[src/sv/kcl_pkg.sv]
// shared types, constants and key table of the keypad code lock
`default_nettype none

package kcl_pkg;

  // code geometry
  localparam int CODE_LENGTH = 4;
  localparam int USER_COUNT  = 3;
  localparam int UserN       = (USER_COUNT < 3) ? USER_COUNT : 3;
  localparam int CntW        = $clog2(CODE_LENGTH + 1);
  localparam int IdxW        = (CODE_LENGTH > 1) ? $clog2(CODE_LENGTH) : 1;
  localparam int PackW       = CODE_LENGTH * 8;
  localparam int CmpW        = (PackW > 32) ? PackW : 32;

  // field widths
  localparam int CfgIdxW  = 3;
  localparam int CfgDataW = 32;
  localparam int CharW    = 8;
  localparam int FailW    = 4;
  localparam int LockW    = 8;

  typedef enum logic [2:0] {
    ST_TAKEN   = 3'd0,
    ST_GRANTED = 3'd1,
    ST_WRONG   = 3'd2,
    ST_LOCKED  = 3'd3,
    ST_TICK    = 3'd4,
    ST_IGNORED = 3'd5
  } status_e;

  typedef enum logic {
    OP_KEY  = 1'b0,
    OP_TICK = 1'b1
  } opcode_e;

  typedef enum logic [CfgIdxW-1:0] {
    CFG_CODE_USER_ZERO = 3'd0,
    CFG_CODE_USER_ONE  = 3'd1,
    CFG_CODE_USER_TWO  = 3'd2,
    CFG_ATTEMPT_LIMIT  = 3'd3,
    CFG_LOCKOUT_TICKS  = 3'd4
  } cfg_reg_e;

  localparam logic [1:0] NO_USER = 2'd3;

  // keypad position to ascii character
  function automatic logic [7:0] key_map(input logic [4:0] pos);
    logic [7:0] ch;
    case (pos)
      5'd0:    ch = 8'd0;
      5'd1:    ch = "1";
      5'd2:    ch = "2";
      5'd3:    ch = "3";
      5'd4:    ch = "A";
      5'd5:    ch = "4";
      5'd6:    ch = "5";
      5'd7:    ch = "6";
      5'd8:    ch = "B";
      5'd9:    ch = "7";
      5'd10:   ch = "8";
      5'd11:   ch = "9";
      5'd12:   ch = "C";
      5'd13:   ch = "*";
      5'd14:   ch = "0";
      5'd15:   ch = "#";
      5'd16:   ch = "D";
      default: ch = "V";
    endcase
    return ch;
  endfunction

endpackage

`default_nettype wire

[src/sv/keypad_code_lock_top.sv]
// keypad code lock: key entry, code match, failure count and lockout timer
//
//  channel | signals                                   | direction
//  --------+-------------------------------------------+----------
//  in      | in_valid_i, in_stall_o, opcode_i, key_pos | into block
//  out     | out_valid_o, out_stall_i, six result fields | out of block
//  cfg     | cfg_valid_i, cfg_ready_o, index, data     | into block
//
// one item per cycle while the input is not stalled; each accepted item updates the lock state at once and
// its result appears in the output register on the next cycle.
// the input stalls only while a result sits unread and the sink stalls.
// reset clears the counters and loads the default user codes and limits.
// configuration is always ready and takes one write per cycle.
`default_nettype none

module keypad_code_lock_top (
  input  wire logic                           clk_i,
  input  wire logic                           rst_ni,
  // input transactions
  input  wire logic                           in_valid_i,
  output logic                                in_stall_o,
  input  wire logic                           opcode_i,
  input  wire logic [4:0]                     key_position_i,
  // result transactions
  output logic                                out_valid_o,
  input  wire logic                           out_stall_i,
  output logic [2:0]                          status_o,
  output logic [1:0]                          user_index_o,
  output logic [2:0]                          keys_held_o,
  output logic [3:0]                          attempts_used_o,
  output logic [7:0]                          lock_remaining_o,
  output logic [7:0]                          key_char_o,
  // configuration writes
  input  wire logic                           cfg_valid_i,
  output logic                                cfg_ready_o,
  input  wire logic [kcl_pkg::CfgIdxW-1:0]    cfg_index_i,
  input  wire logic [kcl_pkg::CfgDataW-1:0]   cfg_data_i
);

  import kcl_pkg::*;

  logic              in_acc;
  logic              out_acc;

  logic [31:0]       code_q [3];
  logic [FailW-1:0]  limit_q;
  logic [LockW-1:0]  ticks_q;

  logic [CharW-1:0]  chars_q [CODE_LENGTH];
  logic [CntW-1:0]   cnt_q, cnt_d;
  logic [FailW-1:0]  fail_q, fail_d;
  logic [LockW-1:0]  lock_q, lock_d;

  logic              out_valid_q;
  status_e           status_q, status_d;
  logic [1:0]        user_q, user_d;
  logic [CharW-1:0]  char_q, char_d;

  logic              wr_en;
  logic [PackW-1:0]  packed_code;
  logic [1:0]        match_idx;
  logic [FailW-1:0]  fail_inc;
  logic [FailW-1:0]  lim;

  // handshakes
  assign cfg_ready_o = 1'b1;
  assign out_acc     = out_valid_q & ~out_stall_i;
  assign in_stall_o  = out_valid_q & out_stall_i;
  assign in_acc      = in_valid_i & ~in_stall_o;

  // configuration registers
  always_ff @(posedge clk_i or negedge rst_ni) begin
    if (!rst_ni) begin
      code_q[0] <= 32'd825373492;
      code_q[1] <= 32'd875770417;
      code_q[2] <= 32'd1094861636;
      limit_q   <= 4'd3;
      ticks_q   <= 8'd5;
    end else if (cfg_valid_i && cfg_ready_o) begin
      case (cfg_index_i)
        CFG_CODE_USER_ZERO: code_q[0] <= cfg_data_i;
        CFG_CODE_USER_ONE:  code_q[1] <= cfg_data_i;
        CFG_CODE_USER_TWO:  code_q[2] <= cfg_data_i;
        CFG_ATTEMPT_LIMIT:  limit_q   <= cfg_data_i[FailW-1:0];
        CFG_LOCKOUT_TICKS:  ticks_q   <= cfg_data_i[LockW-1:0];
        default: ;
      endcase
    end
  end

  // code packed with the incoming key in the last slot, first key on top
  always_comb begin
    packed_code = '0;
    for (int i = 0; i < CODE_LENGTH; i++) begin
      packed_code[(CODE_LENGTH-1-i)*8 +: 8] =
        (i == CODE_LENGTH - 1) ? key_map(key_position_i) : chars_q[i];
    end
  end

  // first matching user wins
  always_comb begin
    match_idx = NO_USER;
    for (int u = UserN - 1; u >= 0; u--) begin
      if (CmpW'(packed_code) == CmpW'(code_q[u])) begin
        match_idx = 2'(u);
      end
    end
  end

  assign fail_inc = fail_q + 4'd1;
  assign lim      = (limit_q == '0) ? 4'd1 : limit_q;

  // next state and result
  always_comb begin
    status_d = ST_IGNORED;
    user_d   = NO_USER;
    char_d   = '0;
    cnt_d    = cnt_q;
    fail_d   = fail_q;
    lock_d   = lock_q;
    wr_en    = 1'b0;
    if (opcode_e'(opcode_i) == OP_TICK) begin
      if (lock_q != '0) begin
        lock_d   = lock_q - 8'd1;
        status_d = ST_TICK;
        if (lock_q == 8'd1) begin
          fail_d = '0;
        end
      end
    end else if (lock_q != '0) begin
      status_d = ST_LOCKED;
    end else if (key_position_i != '0) begin
      char_d   = key_map(key_position_i);
      wr_en    = 1'b1;
      status_d = ST_TAKEN;
      if (cnt_q == CntW'(CODE_LENGTH - 1)) begin
        cnt_d  = '0;
        user_d = match_idx;
        if (match_idx != NO_USER) begin
          status_d = ST_GRANTED;
          fail_d   = '0;
        end else begin
          status_d = ST_WRONG;
          fail_d   = fail_inc;
          if (fail_inc >= lim) begin
            lock_d = ticks_q;
            if (ticks_q == '0) begin
              fail_d = '0;
            end
          end
        end
      end else begin
        cnt_d = cnt_q + CntW'(1);
      end
    end
  end

  // lock state
  always_ff @(posedge clk_i or negedge rst_ni) begin
    if (!rst_ni) begin
      cnt_q  <= '0;
      fail_q <= '0;
      lock_q <= '0;
    end else if (in_acc) begin
      cnt_q  <= cnt_d;
      fail_q <= fail_d;
      lock_q <= lock_d;
    end
  end

  // entered characters, no reset needed
  always_ff @(posedge clk_i) begin
    if (in_acc && wr_en) begin
      chars_q[cnt_q[IdxW-1:0]] <= char_d;
    end
  end

  // result valid
  always_ff @(posedge clk_i or negedge rst_ni) begin
    if (!rst_ni) begin
      out_valid_q <= 1'b0;
    end else if (in_acc) begin
      out_valid_q <= 1'b1;
    end else if (out_acc) begin
      out_valid_q <= 1'b0;
    end
  end

  // result payload
  always_ff @(posedge clk_i) begin
    if (in_acc) begin
      status_q <= status_d;
      user_q   <= user_d;
      char_q   <= char_d;
    end
  end

  assign out_valid_o      = out_valid_q;
  assign status_o         = status_q;
  assign user_index_o     = user_q;
  assign keys_held_o      = 3'(cnt_q);
  assign attempts_used_o  = fail_q;
  assign lock_remaining_o = lock_q;
  assign key_char_o       = char_q;

endmodule

`default_nettype wire

[config.mk]
export PLATFORM = sky130hd
export DESIGN_NAME = keypad_code_lock_top
export DESIGN_NICKNAME = d
export VERILOG_FILES = /design/src/sv/kcl_pkg.sv /design/src/sv/keypad_code_lock_top.sv
export SDC_FILE = /design/constraint.sdc
export NUM_CORES = 1
export LEC_CHECK = 0
export BUFFER_PORTS_ARGS = -buffer_cell sky130_fd_sc_hd__buf_2
export CAP_MARGIN = 20
export CELL_PAD_IN_SITES_DETAIL_PLACEMENT = 0
export CELL_PAD_IN_SITES_GLOBAL_PLACEMENT = 1
export CORE_MARGIN = 2
export CORE_UTILIZATION = 47
export DETAILED_ROUTE_END_ITERATION = 16
export MAX_ROUTING_LAYER = met4
export PLACE_DENSITY_LB_ADDON = 0.05
export SETUP_SLACK_MARGIN = 0.05
export SKIP_LAST_GASP = 1
export SYNTH_ARGS = -nofsm -noshare
export SYNTH_HDL_FRONTEND = slang
export SYNTH_SLANG_ARGS = --single-unit
[constraint.sdc]
create_clock -name clk_i -period 4.99 [get_ports clk_i]
set_input_delay 0.998 -clock clk_i [delete_from_list [all_inputs] [get_ports clk_i]]
set_output_delay 0.998 -clock clk_i [all_outputs]
set_load 0.1 [all_outputs]
* Word-level counts from Yosys, hierarchy flattened
Memories as Yosys holds them, arrays and structs flattened. Index checks and enable logic that the tools add are counted.
Word-level totals: register bits after elaboration 137, bits in latches 0, RAM bits 32, bits in read-only memories 448, input bits 46, output and inout bits 31, memories kept 3
Memory list:
- (name not given) | depth 32, bits a word 7, read ports 1, clocked after memory_dff 0, wr ports 0, RTL line kcl_pkg.sv:49 | case (pos)
- (name not given) | depth 32, bits a word 7, read ports 1, clocked after memory_dff 0, wr ports 0, RTL line kcl_pkg.sv:49
- chars_q | depth 4, bits a word 8, read ports 3, clocked after memory_dff 0, wr ports 1, RTL line keypad_code_lock_top.sv:49 | logic [CharW-1:0] chars_q [CODE_LENGTH];
Cells by class: add/sub/neg operators 3, multipliers 0, divide/modulo/power cells 0, order comparisons 1, equal/unequal tests 14, shift-type cells 0, muxes and demuxes 37, bitwise operators 9, reductions and logical operators 19
Operators with widths (number):
- $eq A32 B32 Y1 | 3
- $mux W8 | 10
- $mux W4 | 10
- $mux W3 | 4
- $reduce_and A2 Y1 | 5
- $eq A3 B2 Y1 const B | 3
- $mux W1 | 9
- $eq A8 B1 Y1 const B | 1
- $logic_not A8 Y1 | 1
- $mux W2 | 4
- $reduce_bool A2 Y1 | 4
- $reduce_bool A8 Y1 | 1
- $sub A8 B1 Y8 const B | 1
- $reduce_and A7 Y1 | 1
- $ne A2 B2 Y1 const B | 3
- $not A1 Y1 | 6
- $reduce_and A6 Y1 | 1
- $reduce_bool A5 Y1 | 1
- $add A4 B1 Y4 const B | 1
- $ge A4 B4 Y1 | 1
- $logic_not A4 Y1 | 1
- $ne A2 B1 Y1 const B | 2
- $reduce_and A4 Y1 | 1
- $reduce_or A4 Y1 | 1
- 6 further kinds | 8

* Logic depth before layout (Yosys ltp)
An unclocked memory read counts as a cell.
word-level depth 11, mapped depth 12, mapped depth without buffers 10

* Worst setup path before layout
OpenSTA, ideal clock, no wires.
path type input to register, from in key_position_i[3], to reg lock_q[5], in the netlist lock_remaining_o[5], library setup time 124 ps, arrival 3346 ps, path slack 1520 ps, cell stages on the path 10, buffers on the path 3, path through clkbuf_1 -> buf_2 -> nor2_1 -> o41a_1 -> o21ai_0 -> a2111oi_4 -> nand3b_4 -> or3_2 -> buf_6 -> o221a_1
Between the ends: word-level cells in the longest chain between the ends 8, elaborated cells on any way between the ends 12, those cells by class eq/ne (5); mux (3); reduce/logical (3); memory (1)
RTL lines:
- start, declared | RTL line keypad_code_lock_top.sv:23 | input wire logic [4:0] key_position_i,
- $mem_v2 Z32 W7
- $eq A32 B32 Y1 | RTL line keypad_code_lock_top.sv:104 | if (CmpW'(packed_code) == CmpW'(code_q[u])) begin
- $mux W1 | RTL line keypad_code_lock_top.sv:104
- $mux W2 (2 in series) | RTL line keypad_code_lock_top.sv:104
- $ne A2 B2 Y1 | RTL line keypad_code_lock_top.sv:139 | if (match_idx != NO_USER) begin
- $ne A2 B2 Y1 (no line)
- $reduce_and A7 Y1 (no line) (*)
- end signal, assigned | RTL line keypad_code_lock_top.sv:167 | lock_q <= lock_d;
- end, declared | RTL line keypad_code_lock_top.sv:52 | logic [LockW-1:0] lock_q, lock_d;
Every way passes the cells marked *; elsewhere a longest branch is shown, timed or not. A chain may end at the register's enable or synchronous reset.

* Worst setup path after layout
from in key_position_i[1], to reg lock_q[6], in the netlist lock_remaining_o[6]
Same word-level chain as after synthesis.

==> out/results.txt <==
The flow ran to the end, and the final reports show no timing, DRC or antenna violations. The signal on the critical path passes through buf_2 -> inv_1 -> ha_1 -> nor2_1 -> a211oi_2 -> xnor2_1 -> or4_4 -> a2111oi_4 -> nand3b_4 -> o31ai_4 -> o221a_1. Post-CTS repair changed the size of 0 cells. The normalized max-slew margin was 0.345; the via count of the first global-routing pass was 5326. The tools report the post-CTS setup-driven buffer insertion count as 0. The detail route stage leaves a number of antenna-violating nets equal to 0. For this run, design rule violations remaining after detail routing come to 0. The ratio of cells with drive above 1 in the final layout was 0.396; the worst setup slack after layout was 1460 ps. Clock-pin slew was measured on the worst setup and hold paths at 60 ps.

The synthesized netlist occupies a cell area of 7830 sq um. Once layout is done, the placed cells without fillers occupy 9060 sq um. Setup repair after global routing left no endpoint under its margin.

For the cts-stage hold buffer count, the log shows 0. In the final layout, flip-flops and latches occupy 4140 sq um. The critical path class is input port to flip-flop.

The final worst clock skew was 9.28 ps; the fmax was 0.283 GHz. The number of nets at the end of the flow is 758. The number of enable flip-flop cells after synthesis came out at 33. The most used flip-flop cell after synthesis is sky130_fd_sc_hd__dfrtp_1. Across all hold checks on the routed design, the worst slack comes to 508 ps.

The area share of the largest cell type after synthesis came out at 0.272. The post-synthesis sequential area ratio was 0.529; the total via count in the routed design was 5094. The core region is 16400 sq um.

In this run the worst hold path is classified as flip-flop to flip-flop. Final wirelength: 18.7 mm. Summing all placed instances gives a cell area of 8480 sq um. The post-route fraction of the period consumed by the critical path is 0.707, and the actual slew at the worst max-slew pin is 974 ps.

Kind of start point of the critical path: an input port. After detailed routing, the average wire length per cell comes to 20.1 um. The final-report max-slew violation count is 0, and the die extent in y is 133 um. The total of flip-flops plus latches after synthesis works out to 157. Clock root buffer: sky130_fd_sc_hd__clkbuf_16. The highest fanout seen on the critical path is 9. Cell type of the slowest stage on the worst timing path: sky130_fd_sc_hd__or4_4. The overall power is 4.40 mW, and the time the worst path needs with I/O delays and setup is 3530 ps. In this run the core area contains 47 standard-cell rows. The pre-antenna-repair detailed-routing pass consisted of 4 iterations. Dividing the synthesized area by the synthesized cell count gives 12.7 sq um.

The number of nets in the synthesized netlist is 680. For the final routed database, the setup TNS stands at 0 ps. The first routing iteration left 266 violations.

Synthesis produced a netlist whose cell count is 618. After detailed routing, the number of vias per cell comes to 5.48. For this design the static power due to leakage is 3.77 nW.

The repair_antennas step left the layout with diodes totalling 0. In this run the tool buffered the top-level ports with 74 buffer cells. The tools report the endpoint type of the worst setup path as a flip-flop. Counting every sink on the clock net gives 157. The delay contributed by the slowest stage of the critical path works out to 500 ps.

The logs give 0.477 for the starting density of the core and 0.232 for the overall track demand over capacity in global routing. The run gives 0.552 as the end-of-flow core utilization. For the worst-skew pair, the clock arrives at the later sink with an insertion delay of 430 ps. The top-level I/O count was 77. The first global-routing pass estimated 30.2 mm of wire.

The power density normalized to cell area works out to 485 nW/um^2. The number of endpoints failing setup at the final stage was 0. Biggest area consumer among synthesized cells: sky130_fd_sc_hd__dfrtp_1. Count of synthesis-stage warnings from yosys: 0. The estimated wirelength of the detail-placed design is 13.4 mm, and the total instance count after detailed placement is 897.

Timing analysis after detailed placement gives a worst setup slack of 1020 ps. The filler cells instantiated in the layout total 1397. Summed over all layers, the global routing overflow is 0. TritonCTS created 17 clock buffers. At the end of routability-driven placement, the weighted congestion stood at 0.837. Synthesis instantiated 62 different standard cells from the library. Data arrives at the worst endpoint at 3850 ps. Entering global routing, the biggest net connects 58 pins.

Max-cap violations in this run came to 0. At the worst endpoint, the required time is 5310 ps. The highest ir drop seen on vdd is 468 uV, and the number of hold violations in the final report is 0.

Compared with the post-synthesis result, the final layout area differs by 15.7%. For the number of antenna violations at the first check in global routing, the log shows 0. The maximum level of the CTS H-tree is 4, and the number of non-filler instances in the completed layout is 929. The deepest clock path buffer count is 2, and the area enclosed by the die boundary is 17700 sq um. The post-synthesis async set-or-reset flop share was 0.790; the area taken by multi-input logic gates was 3570 sq um. In this run the horizontal extent of the chip is 133 um.

TritonCTS built the clock tree. Sorting the synthesized cells by area gives the leading types as sky130_fd_sc_hd__dfrtp_1 (27%), sky130_fd_sc_hd__mux2_2 (16%), sky130_fd_sc_hd__dfstp_2 (13%), sky130_fd_sc_hd__edfxtp_1 (13%), sky130_fd_sc_hd__xor2_1 (7.6%).
power by group:
group | switching (mW) | internal [mW]
registers | 0.225 | 1.62
clock network | 0.568 | 0.704
logic | 0.841 | 0.440
total | 1.63 | 2.76
flip-flops by register name, summed over array words and instances (netlist names):
register,flops
lock_remaining_o,8
user_index_o,2
code_q,96
out_valid_o,1
ticks_q,8
attempts_used_o,4
chars_q,21
limit_q,4
status_o,3
keys_held_o,3
key_char_o,7
logic make-up (layout without fill, tap and decap cells):
kind of cell,count (synthesis),count (layout),synth area share
flip-flops,157,157,0.529
AND/OR/NAND/NOR,145,145,0.107
other,2,2,0.000959
adder cells (fa/ha/maj),16,16,0.0256
AO/OA/AOI/OAI,71,71,0.0712
multiplexers,112,112,0.160
XOR/XNOR,77,77,0.0861
buffers and inverters,38,129,0.0203
final cells by class:
type | count | share of cell area
sequential | 157 | 0.457
multi-input combinational | 423 | 0.394
timing repair buffer | 83 | 0.0486
clock buffer | 17 | 0.0470
tap | 220 | 0.0304
clock inverter | 15 | 0.0171
inverter | 14 | 0.00580
path summary, 6_finish.rpt:
check	from	endpoint	slack (ps)	cells after the start
max in group asynchronous	rst_ni	code_q[52]$_DFFE_PN1P_	3360	2
min in group asynchronous	rst_ni	code_q[70]$_DFFE_PN0P_	630	1
setup reg to reg	chars_q[2][6]$_DFFE_PP_	lock_remaining_o[6]$_DFFE_PN0P_	1720	8
setup / recovery	key_position_i[1]	lock_remaining_o[6]$_DFFE_PN0P_	1460	11
hold / removal	code_q[31]$_DFFE_PN0P_	code_q[31]$_DFFE_PN0P_	510	1
hold reg to reg	code_q[31]$_DFFE_PN0P_	code_q[31]$_DFFE_PN0P_	510	1
routing by layer:
metal / GRT usage / vias up / wire, um
met3: 0.0495 / 13 / 913
met1: 0.330 / 2555 / 9080
met4: 0.0514 / 0 / 146
met2: 0.345 / 116 / 8530
li1: - / 2410 / -
met5: - / - / 0
cell usage after synthesis (4+ instances only):
cell type	instances
sky130_fd_sc_hd__xor2_1	68
sky130_fd_sc_hd__nor2_1	19
sky130_fd_sc_hd__dfrtp_1	85
sky130_fd_sc_hd__edfxtp_1	33
sky130_fd_sc_hd__a21o_1	7
sky130_fd_sc_hd__a21oi_1	10
sky130_fd_sc_hd__nand3_1	11
sky130_fd_sc_hd__nand2b_1	8
sky130_fd_sc_hd__mux2i_1	4
sky130_fd_sc_hd__dfstp_2	39
sky130_fd_sc_hd__a211oi_1	5
sky130_fd_sc_hd__or4_1	4
sky130_fd_sc_hd__o221a_1	6
sky130_fd_sc_hd__nand4_1	6
sky130_fd_sc_hd__mux2_2	108
sky130_fd_sc_hd__nor3_1	12
sky130_fd_sc_hd__buf_1	7
sky130_fd_sc_hd__nand2_1	28
sky130_fd_sc_hd__xnor2_1	9
sky130_fd_sc_hd__and2_1	4
sky130_fd_sc_hd__ha_1	16
sky130_fd_sc_hd__o21ai_0	19
sky130_fd_sc_hd__nor4_1	22
sky130_fd_sc_hd__inv_1	14
sky130_fd_sc_hd__clkbuf_1	13
sky130_fd_sc_hd__a21boi_0	4
sky130_fd_sc_hd__or2_2	5
cells in the final DEF (no fill, tap or decap), types with 5 or more instances in the layout:
cell	instances
sky130_fd_sc_hd__a211oi_1	5
sky130_fd_sc_hd__a21o_1	7
sky130_fd_sc_hd__a21oi_1	10
sky130_fd_sc_hd__buf_2	73
sky130_fd_sc_hd__buf_4	10
sky130_fd_sc_hd__clkbuf_16	17
sky130_fd_sc_hd__dfrtp_1	85
sky130_fd_sc_hd__dfstp_2	39
sky130_fd_sc_hd__edfxtp_1	33
sky130_fd_sc_hd__ha_1	16
sky130_fd_sc_hd__inv_1	14
sky130_fd_sc_hd__inv_6	6
sky130_fd_sc_hd__mux2_2	108
sky130_fd_sc_hd__nand2_1	28
sky130_fd_sc_hd__nand2b_1	8
sky130_fd_sc_hd__nand3_1	11
sky130_fd_sc_hd__nand4_1	6
sky130_fd_sc_hd__nor2_1	19
sky130_fd_sc_hd__nor3_1	12
sky130_fd_sc_hd__nor4_1	22
sky130_fd_sc_hd__o21ai_0	19
sky130_fd_sc_hd__o221a_1	6
sky130_fd_sc_hd__or2_2	5
sky130_fd_sc_hd__xnor2_1	9
sky130_fd_sc_hd__xor2_1	68
worst max-delay path: cells and delay by family:
kind                     cells  cell delay, ps
XOR/XNOR                     1             110
AND/OR/NAND/NOR              3             860
buffers and inverters        2             270
AO/OA/AOI/OAI                4            1240
adder cells (fa/ha/maj)      1             360
(Power assumes the default switching activity.)
